### config.mk
export PLATFORM = sky130hd
export DESIGN_NAME = priority_bitmap_task_scheduler
export DESIGN_NICKNAME = d
export VERILOG_FILES = /design/src/design/pbts_pkg.sv /design/src/design/pbts_queue.sv /design/src/design/pbts_engine.sv /design/src/design/priority_bitmap_task_scheduler.sv
export SDC_FILE = /design/constraint.sdc
export NUM_CORES = 2
export LEC_CHECK = 0
export CAP_MARGIN = 20
export CORE_MARGIN = 5
export CORE_UTILIZATION = 35
export DETAILED_ROUTE_END_ITERATION = 7
export DONT_BUFFER_PORTS = 1
export GPL_TIMING_DRIVEN = 0
export PLACE_DENSITY_LB_ADDON = 0.08
export SLEW_MARGIN = 10
export SYNTH_ARGS = -nofsm -noshare
export SYNTH_HDL_FRONTEND = slang
export SYNTH_SLANG_ARGS = --single-unit
### constraint.sdc
create_clock -name i_clk -period 7.4 [get_ports i_clk]
set_input_delay 1.11 -clock i_clk [delete_from_list [all_inputs] [get_ports i_clk]]
set_output_delay 1.11 -clock i_clk [all_outputs]
set_load 0.01 [all_outputs]
### src/design/pbts_pkg.sv
package pbts_pkg;
    localparam int TASKS_DEF = 16;
    localparam int PRIO_DEF  = 32;

    localparam logic [3:0] CMD_CREATE  = 4'd0;
    localparam logic [3:0] CMD_DELETE  = 4'd1;
    localparam logic [3:0] CMD_SETPRIO = 4'd2;
    localparam logic [3:0] CMD_WAIT    = 4'd3;
    localparam logic [3:0] CMD_WAKEUP  = 4'd4;
    localparam logic [3:0] CMD_SUSPEND = 4'd5;
    localparam logic [3:0] CMD_RESUME  = 4'd6;
    localparam logic [3:0] CMD_SWITCH  = 4'd7;
    localparam logic [3:0] CMD_LOCK    = 4'd8;
    localparam logic [3:0] CMD_UNLOCK  = 4'd9;
    localparam logic [3:0] CMD_TICK    = 4'd10;
    localparam logic [3:0] CMD_JOIN    = 4'd11;

    localparam logic [1:0] ST_DEAD    = 2'd0;
    localparam logic [1:0] ST_READY   = 2'd1;
    localparam logic [1:0] ST_RUNNING = 2'd2;
    localparam logic [1:0] ST_BLOCKED = 2'd3;

    localparam logic [1:0] STATUS_OK      = 2'd0;
    localparam logic [1:0] STATUS_FULL    = 2'd1;
    localparam logic [1:0] STATUS_ILLEGAL = 2'd2;

    typedef struct packed {
        logic [3:0]  cmd;
        logic [3:0]  target_task;
        logic [5:0]  priority_req;
        logic [14:0] event_tag;
        logic [7:0]  wake_limit;
    } t_cmd_word;
endpackage

### src/design/pbts_queue.sv
module pbts_queue (
    input  logic                i_clk,
    input  logic                i_rst_n,
    input  logic                i_valid,
    output logic                o_ready,
    input  pbts_pkg::t_cmd_word i_word,
    output logic                o_valid,
    input  logic                i_ready,
    output pbts_pkg::t_cmd_word o_word
);
    import pbts_pkg::*;

    t_cmd_word r_mem [2];
    logic      r_wp, r_rp;
    logic [1:0] r_cnt;
    logic      push, pop;

    assign o_ready = (r_cnt != 2'd2);
    assign o_valid = (r_cnt != 2'd0);
    assign o_word  = r_mem[r_rp];
    assign push    = i_valid && o_ready;
    assign pop     = o_valid && i_ready;

    always_ff @(posedge i_clk) begin
        if (push) begin
            r_mem[r_wp] <= i_word;
        end
        if (!i_rst_n) begin
            r_wp  <= 1'b0;
            r_rp  <= 1'b0;
            r_cnt <= 2'd0;
        end else begin
            if (push) r_wp <= ~r_wp;
            if (pop)  r_rp <= ~r_rp;
            r_cnt <= r_cnt + {1'b0, push} - {1'b0, pop};
        end
    end

    a_cnt_range: assert property (@(posedge i_clk) disable iff (!i_rst_n)
        r_cnt != 2'd3) else $error("queue count overflow");
    a_no_push_full: assert property (@(posedge i_clk) disable iff (!i_rst_n)
        r_cnt == 2'd2 |-> !push) else $error("push into full queue");
    a_pop_count: assert property (@(posedge i_clk) disable iff (!i_rst_n)
        pop && !push |=> r_cnt == $past(r_cnt) - 2'd1) else $error("pop count");
endmodule

### src/design/pbts_engine.sv
module pbts_engine #(
    parameter int TASKS       = pbts_pkg::TASKS_DEF,
    parameter int PRIO_LEVELS = pbts_pkg::PRIO_DEF
) (
    input  logic                i_clk,
    input  logic                i_rst_n,
    input  logic                i_valid,
    output logic                o_ready,
    input  pbts_pkg::t_cmd_word i_word,
    output logic                o_valid,
    input  logic                i_ready,
    output logic [3:0]          o_result_task,
    output logic [1:0]          o_status,
    output logic [3:0]          o_running_task,
    output logic                o_running_valid,
    output logic                o_switch_request,
    output logic [7:0]          o_lock_level,
    output logic [4:0]          o_woken_count
);
    import pbts_pkg::*;

    localparam int TW = (TASKS > 1) ? $clog2(TASKS) : 1;
    localparam int CW = $clog2(TASKS + 1);
    localparam logic [4:0] PMAX = 5'(PRIO_LEVELS - 1);

    typedef enum logic [2:0] {S_IDLE, S_EXEC, S_SCAN, S_WAKE, S_DONE} t_state;

    t_state      r_state;
    t_cmd_word   r_cmd;
    logic [1:0]  r_tst   [TASKS];
    logic [4:0]  r_prio  [TASKS];
    logic [15:0] r_tag   [TASKS];
    logic [7:0]  r_stamp [TASKS];
    logic [7:0]  r_order;
    logic [TW-1:0] r_fifo [TASKS];
    logic [TW-1:0] r_fhead;
    logic [CW-1:0] r_fcount;
    logic        r_cur_v;
    logic [TW-1:0] r_cur;
    logic [7:0]  r_lock;
    logic [15:0] r_wtag;
    logic [7:0]  r_wlimit;
    logic [4:0]  r_woken;
    logic        r_sched;
    // scan state
    logic [CW-1:0] r_idx;
    logic        r_best_v;
    logic [TW-1:0] r_best;
    logic [4:0]  r_bprio;
    logic [7:0]  r_bstamp;
    // output word
    logic [3:0]  r_o_res;
    logic [1:0]  r_o_st;
    logic [4:0]  r_o_wk;
    logic        r_o_sw;
    logic        r_ovalid;

    logic [TW-1:0] tix, sidx;
    logic [4:0]  sat_p;
    logic        tbad;

    assign tix   = r_cmd.target_task[TW-1:0];
    assign tbad  = 32'(r_cmd.target_task) >= TASKS;
    assign sat_p = (r_cmd.priority_req > 6'(PMAX)) ? PMAX : r_cmd.priority_req[4:0];
    assign sidx  = r_idx[TW-1:0];

    assign o_ready          = (r_state == S_IDLE) && !r_ovalid;
    assign o_valid          = r_ovalid;
    assign o_result_task    = r_o_res;
    assign o_status         = r_o_st;
    assign o_running_task   = r_cur_v ? 4'(r_cur) : 4'd0;
    assign o_running_valid  = r_cur_v;
    assign o_switch_request = r_o_sw;
    assign o_lock_level     = r_lock;
    assign o_woken_count    = r_o_wk;

    always_ff @(posedge i_clk) begin
        if (!i_rst_n) begin
            r_state  <= S_IDLE;
            r_ovalid <= 1'b0;
            r_order  <= '0;
            r_fhead  <= '0;
            r_fcount <= CW'(TASKS);
            r_cur_v  <= 1'b0;
            r_cur    <= '0;
            r_lock   <= '0;
            for (int i = 0; i < TASKS; i++) begin
                r_tst[i]   <= ST_DEAD;
                r_prio[i]  <= '0;
                r_tag[i]   <= '0;
                r_stamp[i] <= '0;
                r_fifo[i]  <= TW'(i);
            end
        end else begin
            if (r_ovalid && i_ready) r_ovalid <= 1'b0;
            unique case (r_state)
                S_IDLE: begin
                    if (i_valid && !r_ovalid) begin
                        r_cmd   <= i_word;
                        r_state <= S_EXEC;
                    end
                end
                S_EXEC: begin
                    r_o_res <= '0;
                    r_o_st  <= STATUS_OK;
                    r_woken <= '0;
                    r_sched <= 1'b0;
                    r_state <= S_DONE;
                    unique case (r_cmd.cmd)
                        CMD_CREATE: begin
                            if (r_fcount == '0) begin
                                r_o_st <= STATUS_FULL;
                            end else begin
                                r_prio[r_fifo[r_fhead]]  <= sat_p;
                                r_tag[r_fifo[r_fhead]]   <= '0;
                                r_tst[r_fifo[r_fhead]]   <= ST_READY;
                                r_stamp[r_fifo[r_fhead]] <= r_order;
                                r_order  <= r_order + 8'd1;
                                r_o_res  <= 4'(r_fifo[r_fhead]);
                                r_fhead  <= (32'(r_fhead) == TASKS - 1) ? '0 : r_fhead + 1'b1;
                                r_fcount <= r_fcount - 1'b1;
                            end
                        end
                        CMD_DELETE: begin
                            if (tbad || r_tst[tix] == ST_DEAD) begin
                                r_o_st <= STATUS_ILLEGAL;
                            end else begin
                                if (r_tst[tix] == ST_READY || r_tst[tix] == ST_BLOCKED) begin
                                    for (int i = 0; i < TASKS; i++)
                                        if (TW'(i) != tix && (r_tst[i] == ST_READY ||
                                            r_tst[i] == ST_BLOCKED) && r_stamp[i] > r_stamp[tix])
                                            r_stamp[i] <= r_stamp[i] - 8'd1;
                                    if (r_order != 0) r_order <= r_order - 8'd1;
                                end
                                if (r_tst[tix] == ST_RUNNING) r_cur_v <= 1'b0;
                                r_stamp[tix] <= '0;
                                r_tst[tix]   <= ST_DEAD;
                                r_tag[tix]   <= '0;
                                if (32'(r_fcount) < TASKS) begin
                                    r_fifo[TW'((CW+1)'(r_fhead) + (CW+1)'(r_fcount)
                                        - (((CW+1)'(r_fhead) + (CW+1)'(r_fcount)
                                        >= (CW+1)'(TASKS)) ? (CW+1)'(TASKS) : '0))] <= tix;
                                    r_fcount <= r_fcount + 1'b1;
                                end
                                r_sched  <= 1'b1;
                                r_wtag   <= 16'h8000 | 16'(tix);
                                r_wlimit <= 8'd255;
                                r_idx    <= '0;
                                r_best_v <= 1'b0;
                                r_state  <= S_WAKE;
                            end
                        end
                        CMD_SETPRIO: begin
                            if (tbad) begin
                                r_o_st <= STATUS_ILLEGAL;
                            end else if (r_tst[tix] == ST_READY) begin
                                for (int i = 0; i < TASKS; i++)
                                    if (TW'(i) != tix && (r_tst[i] == ST_READY ||
                                        r_tst[i] == ST_BLOCKED) && r_stamp[i] > r_stamp[tix])
                                        r_stamp[i] <= r_stamp[i] - 8'd1;
                                r_stamp[tix] <= r_order - 8'd1;
                                r_prio[tix]  <= sat_p;
                                r_sched      <= 1'b1;
                            end else begin
                                r_prio[tix] <= sat_p;
                            end
                        end
                        CMD_WAIT, CMD_JOIN: begin
                            if (!r_cur_v || (r_cmd.cmd == CMD_WAIT && r_cmd.event_tag == '0)
                                || (r_cmd.cmd == CMD_JOIN && tbad)) begin
                                r_o_st <= STATUS_ILLEGAL;
                            end else if (r_cmd.cmd == CMD_WAIT || r_tst[tix] != ST_DEAD) begin
                                r_tst[r_cur]   <= ST_BLOCKED;
                                r_tag[r_cur]   <= (r_cmd.cmd == CMD_WAIT) ?
                                    {1'b0, r_cmd.event_tag} : (16'h8000 | 16'(tix));
                                r_stamp[r_cur] <= r_order;
                                r_order        <= r_order + 8'd1;
                                r_cur_v        <= 1'b0;
                                r_sched        <= 1'b1;
                            end
                        end
                        CMD_WAKEUP: begin
                            if (r_cmd.event_tag == '0) begin
                                r_o_st <= STATUS_ILLEGAL;
                            end else begin
                                r_wtag   <= {1'b0, r_cmd.event_tag};
                                r_wlimit <= r_cmd.wake_limit;
                                r_idx    <= '0;
                                r_best_v <= 1'b0;
                                r_state  <= S_WAKE;
                            end
                        end
                        CMD_SUSPEND, CMD_RESUME: begin
                            if (tbad || r_tst[tix] == ST_DEAD ||
                                (r_cmd.cmd == CMD_SUSPEND && r_tst[tix] == ST_BLOCKED) ||
                                (r_cmd.cmd == CMD_RESUME && r_tst[tix] == ST_READY)) begin
                                r_o_st <= STATUS_ILLEGAL;
                            end else begin
                                if (r_tst[tix] == ST_RUNNING) begin
                                    r_cur_v      <= 1'b0;
                                    r_stamp[tix] <= r_order;
                                    r_order      <= r_order + 8'd1;
                                end else begin
                                    // requeue at tail: remove then append
                                    for (int i = 0; i < TASKS; i++)
                                        if (TW'(i) != tix && (r_tst[i] == ST_READY ||
                                            r_tst[i] == ST_BLOCKED) &&
                                            r_stamp[i] > r_stamp[tix])
                                            r_stamp[i] <= r_stamp[i] - 8'd1;
                                    r_stamp[tix] <= r_order - 8'd1;
                                end
                                if (r_cmd.cmd == CMD_RESUME && r_tst[tix] == ST_BLOCKED)
                                    r_woken <= 5'd1;
                                r_tst[tix] <= (r_cmd.cmd == CMD_SUSPEND) ? ST_BLOCKED : ST_READY;
                                r_tag[tix] <= '0;
                                r_sched    <= 1'b1;
                            end
                        end
                        CMD_SWITCH: begin
                            r_idx    <= '0;
                            r_best_v <= 1'b0;
                            r_state  <= S_SCAN;
                        end
                        CMD_LOCK: begin
                            if (r_lock != 8'd255) r_lock <= r_lock + 8'd1;
                        end
                        CMD_UNLOCK: begin
                            if (r_lock == '0) begin
                                r_o_st <= STATUS_ILLEGAL;
                            end else begin
                                r_lock  <= r_lock - 8'd1;
                                r_sched <= (r_lock == 8'd1);
                            end
                        end
                        CMD_TICK: r_sched <= 1'b1;
                        default: r_o_st <= STATUS_ILLEGAL;
                    endcase
                end
                S_SCAN: begin
                    // one slot per cycle: highest prio, oldest stamp
                    if (32'(r_idx) < TASKS) begin
                        if (r_tst[sidx] == ST_READY && (!r_best_v || r_prio[sidx] > r_bprio ||
                            (r_prio[sidx] == r_bprio && r_stamp[sidx] < r_bstamp))) begin
                            r_best_v <= 1'b1;
                            r_best   <= sidx;
                            r_bprio  <= r_prio[sidx];
                            r_bstamp <= r_stamp[sidx];
                        end
                        r_idx <= r_idx + 1'b1;
                    end else begin
                        r_state <= S_DONE;
                        if (!r_best_v) begin
                            r_o_res <= r_cur_v ? 4'(r_cur) : 4'd0;
                        end else if (r_cur_v && r_prio[r_cur] > r_bprio) begin
                            r_o_res <= 4'(r_cur);
                        end else begin
                            for (int i = 0; i < TASKS; i++)
                                if (TW'(i) != r_best && (r_tst[i] == ST_READY ||
                                    r_tst[i] == ST_BLOCKED) && r_stamp[i] > r_bstamp)
                                    r_stamp[i] <= r_stamp[i] - 8'd1;
                            r_stamp[r_best] <= '0;
                            r_tst[r_best]   <= ST_RUNNING;
                            if (r_cur_v) begin
                                r_tst[r_cur]   <= ST_READY;
                                r_stamp[r_cur] <= r_order - 8'd1;
                            end else begin
                                r_order <= r_order - 8'd1;
                            end
                            r_cur   <= r_best;
                            r_cur_v <= 1'b1;
                            r_o_res <= 4'(r_best);
                        end
                    end
                end
                S_WAKE: begin
                    if (r_wlimit != 8'd255 && {3'b0, r_woken} >= r_wlimit) begin
                        r_state <= S_DONE;
                    end else if (32'(r_idx) < TASKS) begin
                        if (r_tst[sidx] == ST_BLOCKED && r_tag[sidx] == r_wtag &&
                            (!r_best_v || r_stamp[sidx] < r_bstamp)) begin
                            r_best_v <= 1'b1;
                            r_best   <= sidx;
                            r_bstamp <= r_stamp[sidx];
                        end
                        r_idx <= r_idx + 1'b1;
                    end else if (!r_best_v) begin
                        r_state <= S_DONE;
                    end else begin
                        // move oldest waiter to ready tail, then rescan
                        for (int i = 0; i < TASKS; i++)
                            if (TW'(i) != r_best && (r_tst[i] == ST_READY ||
                                r_tst[i] == ST_BLOCKED) && r_stamp[i] > r_bstamp)
                                r_stamp[i] <= r_stamp[i] - 8'd1;
                        r_stamp[r_best] <= r_order - 8'd1;
                        r_tst[r_best]   <= ST_READY;
                        r_tag[r_best]   <= '0;
                        if (r_woken != 5'd31) r_woken <= r_woken + 5'd1;
                        if (r_cmd.cmd == CMD_WAKEUP) r_sched <= 1'b1;
                        r_idx    <= '0;
                        r_best_v <= 1'b0;
                    end
                end
                S_DONE: begin
                    r_o_wk   <= r_woken;
                    r_o_sw   <= r_sched && (r_lock == '0);
                    r_ovalid <= 1'b1;
                    r_state  <= S_IDLE;
                end
                default: r_state <= S_IDLE;
            endcase
        end
    end

    a_cur_running: assert property (@(posedge i_clk) disable iff (!i_rst_n)
        r_state == S_IDLE && r_cur_v |-> r_tst[r_cur] == ST_RUNNING)
        else $error("current task not running");
    a_fcount: assert property (@(posedge i_clk) disable iff (!i_rst_n)
        32'(r_fcount) <= TASKS) else $error("free count overflow");
    a_out_hold: assert property (@(posedge i_clk) disable iff (!i_rst_n)
        r_ovalid |-> r_state == S_IDLE) else $error("engine busy with result pending");
endmodule

### src/design/priority_bitmap_task_scheduler.sv
// Priority bitmap task scheduler.
// Input channel: i_valid / o_ready carry one command word (cmd, target task,
// priority, event tag, wake limit). Output channel: o_valid / i_ready carry
// one result word per command: result task, status, running task, lock level,
// switch request and woken count.
// A two-entry command queue sits in front of the execution engine, so the
// sender can post the next word while the engine is busy.
// After the queue takes a command, the engine captures it in S_IDLE, executes
// it in S_EXEC and raises o_valid from S_DONE. Switch scans the task table one slot per cycle.
// Wakeup and delete rescan the table once per task woken; a wakeup that hits
// its limit stops early.
// One command at a time: the engine takes the next word in the cycle after
// the result word is accepted.
// Reset (synchronous, active low) kills all tasks, fills the free slot list
// with slots in order, clears the lock depth and the current task.
// When the receiver stalls, the result word holds and the engine takes no
// further command; the queue absorbs up to two more words.
module priority_bitmap_task_scheduler #(
    parameter int TASKS       = pbts_pkg::TASKS_DEF,
    parameter int PRIO_LEVELS = pbts_pkg::PRIO_DEF
) (
    input  logic        i_clk,
    input  logic        i_rst_n,
    input  logic        i_valid,
    output logic        o_ready,
    input  logic [3:0]  i_cmd,
    input  logic [3:0]  i_target_task,
    input  logic [5:0]  i_priority_req,
    input  logic [14:0] i_event_tag,
    input  logic [7:0]  i_wake_limit,
    output logic        o_valid,
    input  logic        i_ready,
    output logic [3:0]  o_result_task,
    output logic [1:0]  o_status,
    output logic [3:0]  o_running_task,
    output logic        o_running_valid,
    output logic        o_switch_request,
    output logic [7:0]  o_lock_level,
    output logic [4:0]  o_woken_count
);
    import pbts_pkg::*;

    t_cmd_word in_word, q_word;
    logic      q_valid, q_ready;

    // pack the command word
    assign in_word = '{cmd: i_cmd, target_task: i_target_task,
                       priority_req: i_priority_req, event_tag: i_event_tag,
                       wake_limit: i_wake_limit};

    pbts_queue u_queue (
        .i_clk   (i_clk),
        .i_rst_n (i_rst_n),
        .i_valid (i_valid),
        .o_ready (o_ready),
        .i_word  (in_word),
        .o_valid (q_valid),
        .i_ready (q_ready),
        .o_word  (q_word)
    );

    pbts_engine #(.TASKS(TASKS), .PRIO_LEVELS(PRIO_LEVELS)) u_engine (
        .i_clk            (i_clk),
        .i_rst_n          (i_rst_n),
        .i_valid          (q_valid),
        .o_ready          (q_ready),
        .i_word           (q_word),
        .o_valid          (o_valid),
        .i_ready          (i_ready),
        .o_result_task    (o_result_task),
        .o_status         (o_status),
        .o_running_task   (o_running_task),
        .o_running_valid  (o_running_valid),
        .o_switch_request (o_switch_request),
        .o_lock_level     (o_lock_level),
        .o_woken_count    (o_woken_count)
    );
endmodule
==> Word level (Yosys, flattened, before mapping) <==
Memory sizes are Yosys's and may differ from the RTL's. A register that Yosys moved wholly into a read port is not among the register bits.
Cells that the tools add are included.
{ "op_classes": {"n_eq_ne": 128, "n_lt_le_gt_ge": 39, "reduce_logical": 160, "muxes": 814, "addsub": 29, "n_bitwise": 100} }
{ "op_table": {"columns": ["cell", "n"], "rows": [
  ["$mux 8", 108],
  ["$mux 1", 604],
  ["$gt 8x8->1", 32],
  ["$sub 8x1->8 const B", 18],
  ["$mux 4", 34],
  ["$mux 16", 8],
  ["$mux 5", 19],
  ["$or 1x1->1", 90],
  ["$logic_and 1x1->1", 80],
  ["$ne 4x4->1 const A", 16],
  ["$pmux 8 s2", 4],
  ["$reduce_or 16->1", 4],
  ["$eq 2x2->1 const B", 19],
  ["$eq 2x1->1 const B", 18],
  ["$ne 3x4->1 const A", 8],
  ["$pmux 16 s2", 1],
  ["$pmux 8 s4", 1],
  ["$pmux 5 s3", 2],
  ["$mux 2", 13],
  ["$logic_or 1x1->1", 24],
  ["$ne 3x3->1 const B", 8],
  ["$ne 2x2->1 const B", 11],
  ["$mux 3", 7],
  ["$eq 4x4->1 const B", 5],
  ["66 further kinds", 136]
]} }
{ "word_totals": {"inputBits": 41, "memories": 6, "wordCells": 1300, "mem_bits_rw": 634, "reg_bits": 103} }
{ "memory_table": {"columns": ["memory", "words", "word_bits", "read_ports", "rd_clocked_by_memory_dff", "write_ports", "line", "text"], "rows": [
  ["u_engine.r_tag", 16, 16, 1, 1, 16, "pbts_engine.sv:32", "logic [15:0] r_tag [TASKS];"],
  ["u_engine.r_stamp", 16, 8, 18, 1, 18, "pbts_engine.sv:33", "logic [7:0] r_stamp [TASKS];"],
  ["u_engine.r_prio", 16, 5, 2, 2, 16, "pbts_engine.sv:31", "logic [4:0] r_prio [TASKS];"],
  ["u_queue.r_mem", 2, 37, 1, 1, 1, "pbts_queue.sv:13", "t_cmd_word r_mem [2];"],
  ["u_engine.r_fifo", 16, 4, 1, 1, 16, "pbts_engine.sv:35", "logic [TW-1:0] r_fifo [TASKS];"],
  ["u_engine.r_tst", 16, 2, 18, 1, 16, "pbts_engine.sv:30", "logic [1:0] r_tst [TASKS];"]
]} }

==> Logic depth before layout (Yosys ltp) <==
An unclocked memory read counts as a cell.
{ "logic_depth": {"ltp_word": 18, "ltp_mapped": 20, "mapped_depth_nobuf": 15} }

==> Modules after synthesis <==
From an unflattened synthesis, not the netlist that was laid out.
{ "hier_totals": {"cells_unflattened": 4050, "hier_area_um2": 47763.3} }
{ "modules_own_cells": {"columns": ["mod", "area_per_inst_um2", "cells_per_inst", "n_inst"], "rows": [
  ["pbts_engine", 44706.6, 3911, 1],
  ["pbts_queue", 3056.7, 139, 1]
]} }

==> Worst setup path after synthesis <==
OpenSTA, ideal clock, no wires.
{ "synth_path": {"kind": "register to register", "from": "register with a tool-made name", "to": "register u_engine.r_best[0] (enable)", "required_time_ps": 7001, "setup_slack_ps": 1563, "path_buffers": 5, "setup_time_ps": 399, "t_arrival_ps": 5438, "path_stages_with_launch": 18, "cell_sequence": "dfxtp_1 > clkbuf_1 > buf_2 > buf_2 > buf_2 > buf_1 > mux4_2 > mux4_2 > ha_1 > a21o_1 > a21o_1 > a21oi_1 > o21a_1 > o21ai_0 > nand2_1 > nand3b_1 > a211o_1 > nor3b_1"} }
{ "synth_lines": {"columns": ["item", "line", "text"], "rows": [
  ["to (signal assigned)", "pbts_engine.sv:245", "r_best <= sidx;"],
  ["to (signal assigned)", "pbts_engine.sv:282", "r_best <= sidx;"],
  ["to (decl)", "pbts_engine.sv:48", "logic [TW-1:0] r_best;"]
]} }

==> results.ini <==
[timing]
slew_violations = 0
hold_ws_ns = 0.4969
maxSlewHeadroom_pct = 12.36
fin_skew_ns = 0.03751
finalHoldViolations = 0
period_share_pct = 99.19
rsz0062_at_grt = no
period_minus_slack_ns = 7.340
max_freq_mhz = 136.2
finalWorstSetupSlack_ns = 0.06017
setup_viol = 0
worst_pin_slew_ns = 1.315

[routing]
firstDrtPassIters = 6
ant_nets = 0
drc = 0
routed_wl_um = 200400
via_per_inst = 6.075
vias = 37030
drt_iter0_drc = 4065
routedWlPerCell_um = 32.87

[die]
row_count = 135
core_area_mm2 = 0.1358
die_w_um = 380.1
pin_count = 68
start_util_pct = 35.31
die_h_um = 380.1
fp.dieArea_mm2 = 0.1445

[final_layout]
multiInputGateArea_mm2 = 0.02377
num-nets-final = 4592
fillCellCount = 13320
syn2layout_area_growth_pct = 12.78
drive_above_1_share_pct = 13.95
most-common-layout-cells = edfxtp_1, nor2_1, nand2_1, ha_1, mux4_2
regArea_mm2 = 0.02310
final_common_cell = edfxtp_1
layoutNonFillerInstCount = 6095
utilization_pct = 39.82

[synth]
synth.avg_cell_area_um2 = 11.67
ys_warn_count = 0
syn_nets = 4466
ys_async_sr_fraction_pct = 0
synth.distinct_cells = 93
yosys_register_bits = 786
synthCells = 4109
synth_edf_count = 736
synth_area_mm2 = 0.04795
synthFlopType = edfxtp_1
ys_seq_area_share_pct = 48.18

[cts]
clockBufferDepth = 3
cts_htree_levels = 3
cts_hold_buf = 0
path_clk_slew_ns = 0.06
clock_latency_ns = 0.71
cts_buffers = 94
cts_sinks = 786
cts-root-buf = clkbuf_16
cts_tree = yes
cts_setup_buffers = 0

[flow_run]
maxCapViolations = 0

[global_routing]
grt_util_met2_pct = 42.98
busiest_layer = met2
grt-ovfl-total = 0
grtUsageTotal_pct = 27.01
grt_pass1_wl_um = 280600
grt_max_degree = 29
antenna_found_initial = 7
grt_use_met3_pct = 5.512
grt_use_met1_pct = 36.08
grt_pass1_vias = 36350

[outcome]
outcome = finished clean

[setup_path]
setup.worst_path.class = flip-flop to flip-flop
crit_path_start_kind = flip-flop
worstPathMaxFanout = 16
cp.arrival_ns = 7.87
cp.required_ns = 7.93
end_kind = flip-flop

[worst_hold_path]
hold_path_class = flip-flop to flip-flop

[placement]
port_buffers = 0
place.gp.congestion = 1.009
dp_hpwl_um = 151700
dpl.cell_count = 5922
pre_cts_ws_ns = -1.444

[pwr]
powerDensity_mw_per_mm2 = 255.6
p_leak_nw = 18.87
vdd_ir_drop_max_mv = 0.2413
power_mw = 13.82

==> sequential cells by signal, summed over array words and instances, names as in the netlist, 8 cells and up, named ones only <==
signal,cells
u_queue.r_mem,74
u_engine.r_wtag,16
u_engine.r_prio,80
u_engine.r_tag,256
u_engine.r_cmd,33
u_engine.r_fifo,64
u_engine.r_stamp,128
u_engine.r_bstamp,8
u_engine.r_wlimit,8
u_engine.r_tst,32
u_engine.o_lock_level,8
u_engine.r_order,8
==> Yosys cell counts, types with 51 or more instances <==
cell type	number	area (µm²)
o21ai_0	160	800.8
a21oi_1	134	670.6
o221ai_1	51	446.7
nor2b_1	60	375.4
mux2_2	51	574.3
inv_1	90	337.8
nand4_1	68	425.4
nor3_1	89	445.4
a21o_1	64	480.5
nand2_1	341	1280
nand2b_1	60	375.4
nor2_1	556	2087
clkbuf_1	146	548.0
nand3_1	97	485.5
edfxtp_1	736	22100
mux4_2	244	5495
xnor2_1	92	805.8
ha_1	314	3929
==> worst max-delay path, stage by stage (launching register included) <==
cell and delay [ns]:
edfxtp_1 0.50, buf_6 0.23, buf_6 0.18, buf_2 0.29
clkdlybuf4s15_2 0.59, buf_2 0.63, mux4_2 0.59, mux4_2 0.94
ha_1 0.47, nand4_1 0.09, nor2_1 0.05, a21oi_1 0.18
nand2_1 0.07, o21ai_0 0.49, nor3_1 0.16, nor2_2 0.45
nor2_4 0.17, o21ai_0 0.29, nand3_1 0.44, o221ai_1 0.33
==> cells by family after synthesis <==
family	Yosys count	share of synthesized area (%)
buffers and inverters	305	2.544
and+or+nand+nor	1488	14.55
adders and majority gates	316	8.277
DFF	786	48.18
muxes	322	13.25
AOI/OAI and AO/OA	750	10.60
xor gates and xnor gates	142	2.594
==> worst paths after layout <==
path | slack [ns] | depth (start not counted) | endpoint | from
setup / recovery | 0.06 | 19 | u_engine.r_stamp[7][1]$_DFFE_PP_ | u_engine.tix[0]$_DFFE_PP_
hold / removal | 0.50 | 1 | u_engine.r_wlimit[4]$_SDFFCE_PN1P_ | u_engine.r_cmd[4]$_DFFE_PP_
setup reg to reg | 0.06 | 19 | u_engine.r_stamp[7][1]$_DFFE_PP_ | u_engine.tix[0]$_DFFE_PP_
hold reg to reg | 0.50 | 1 | u_engine.r_wlimit[4]$_SDFFCE_PN1P_ | u_engine.r_cmd[4]$_DFFE_PP_
==> timing repair <==
item / in CTS / in global routing
endpoints found under the hold margin: 0 / 0
endpoints found under the setup margin: 114 / 76
gates resized for setup: 24 / 12
==> metrics by stage <==
stage	TNS, ns	area [µm²]
after floorplan	0	47950
after global placement	-193.27	50180
after detailed placement	-83.42	50840
after CTS	0	54020
after global routing	0	54060
final	0	54080
==> routing by layer <==
| metal | routed length [µm] | vias to the layer above | share of wire, % |
|---|---|---|---|
| li1 | - | 16110 | - |
| met1 | 83670 | 18870 | 42 |
| met2 | 91030 | 1653 | 45 |
| met3 | 15970 | 388 | 8.0 |
| met4 | 9498 | 8 | 4.7 |
| met5 | 192 | - | 0.096 |
==> power by group <==
group          total [mW]  internal, mW  switching (mW)
logic                3.57          1.28            2.29
clock network        4.78          2.77            2.01
registers            5.47          5.19           0.276
==> cell type report <==
type	instances	share of cell area, %
plain buffers	211	1.698
clock inverters	51	1.171
multi-input cells	3018	43.96
clock buffers	119	4.597
well taps	1781	4.121
inverters	90	0.6502
diodes	5	0.02314
flip-flops and latches	786	42.73
repair buffers	34	1.050
(Power assumes the default switching activity.)
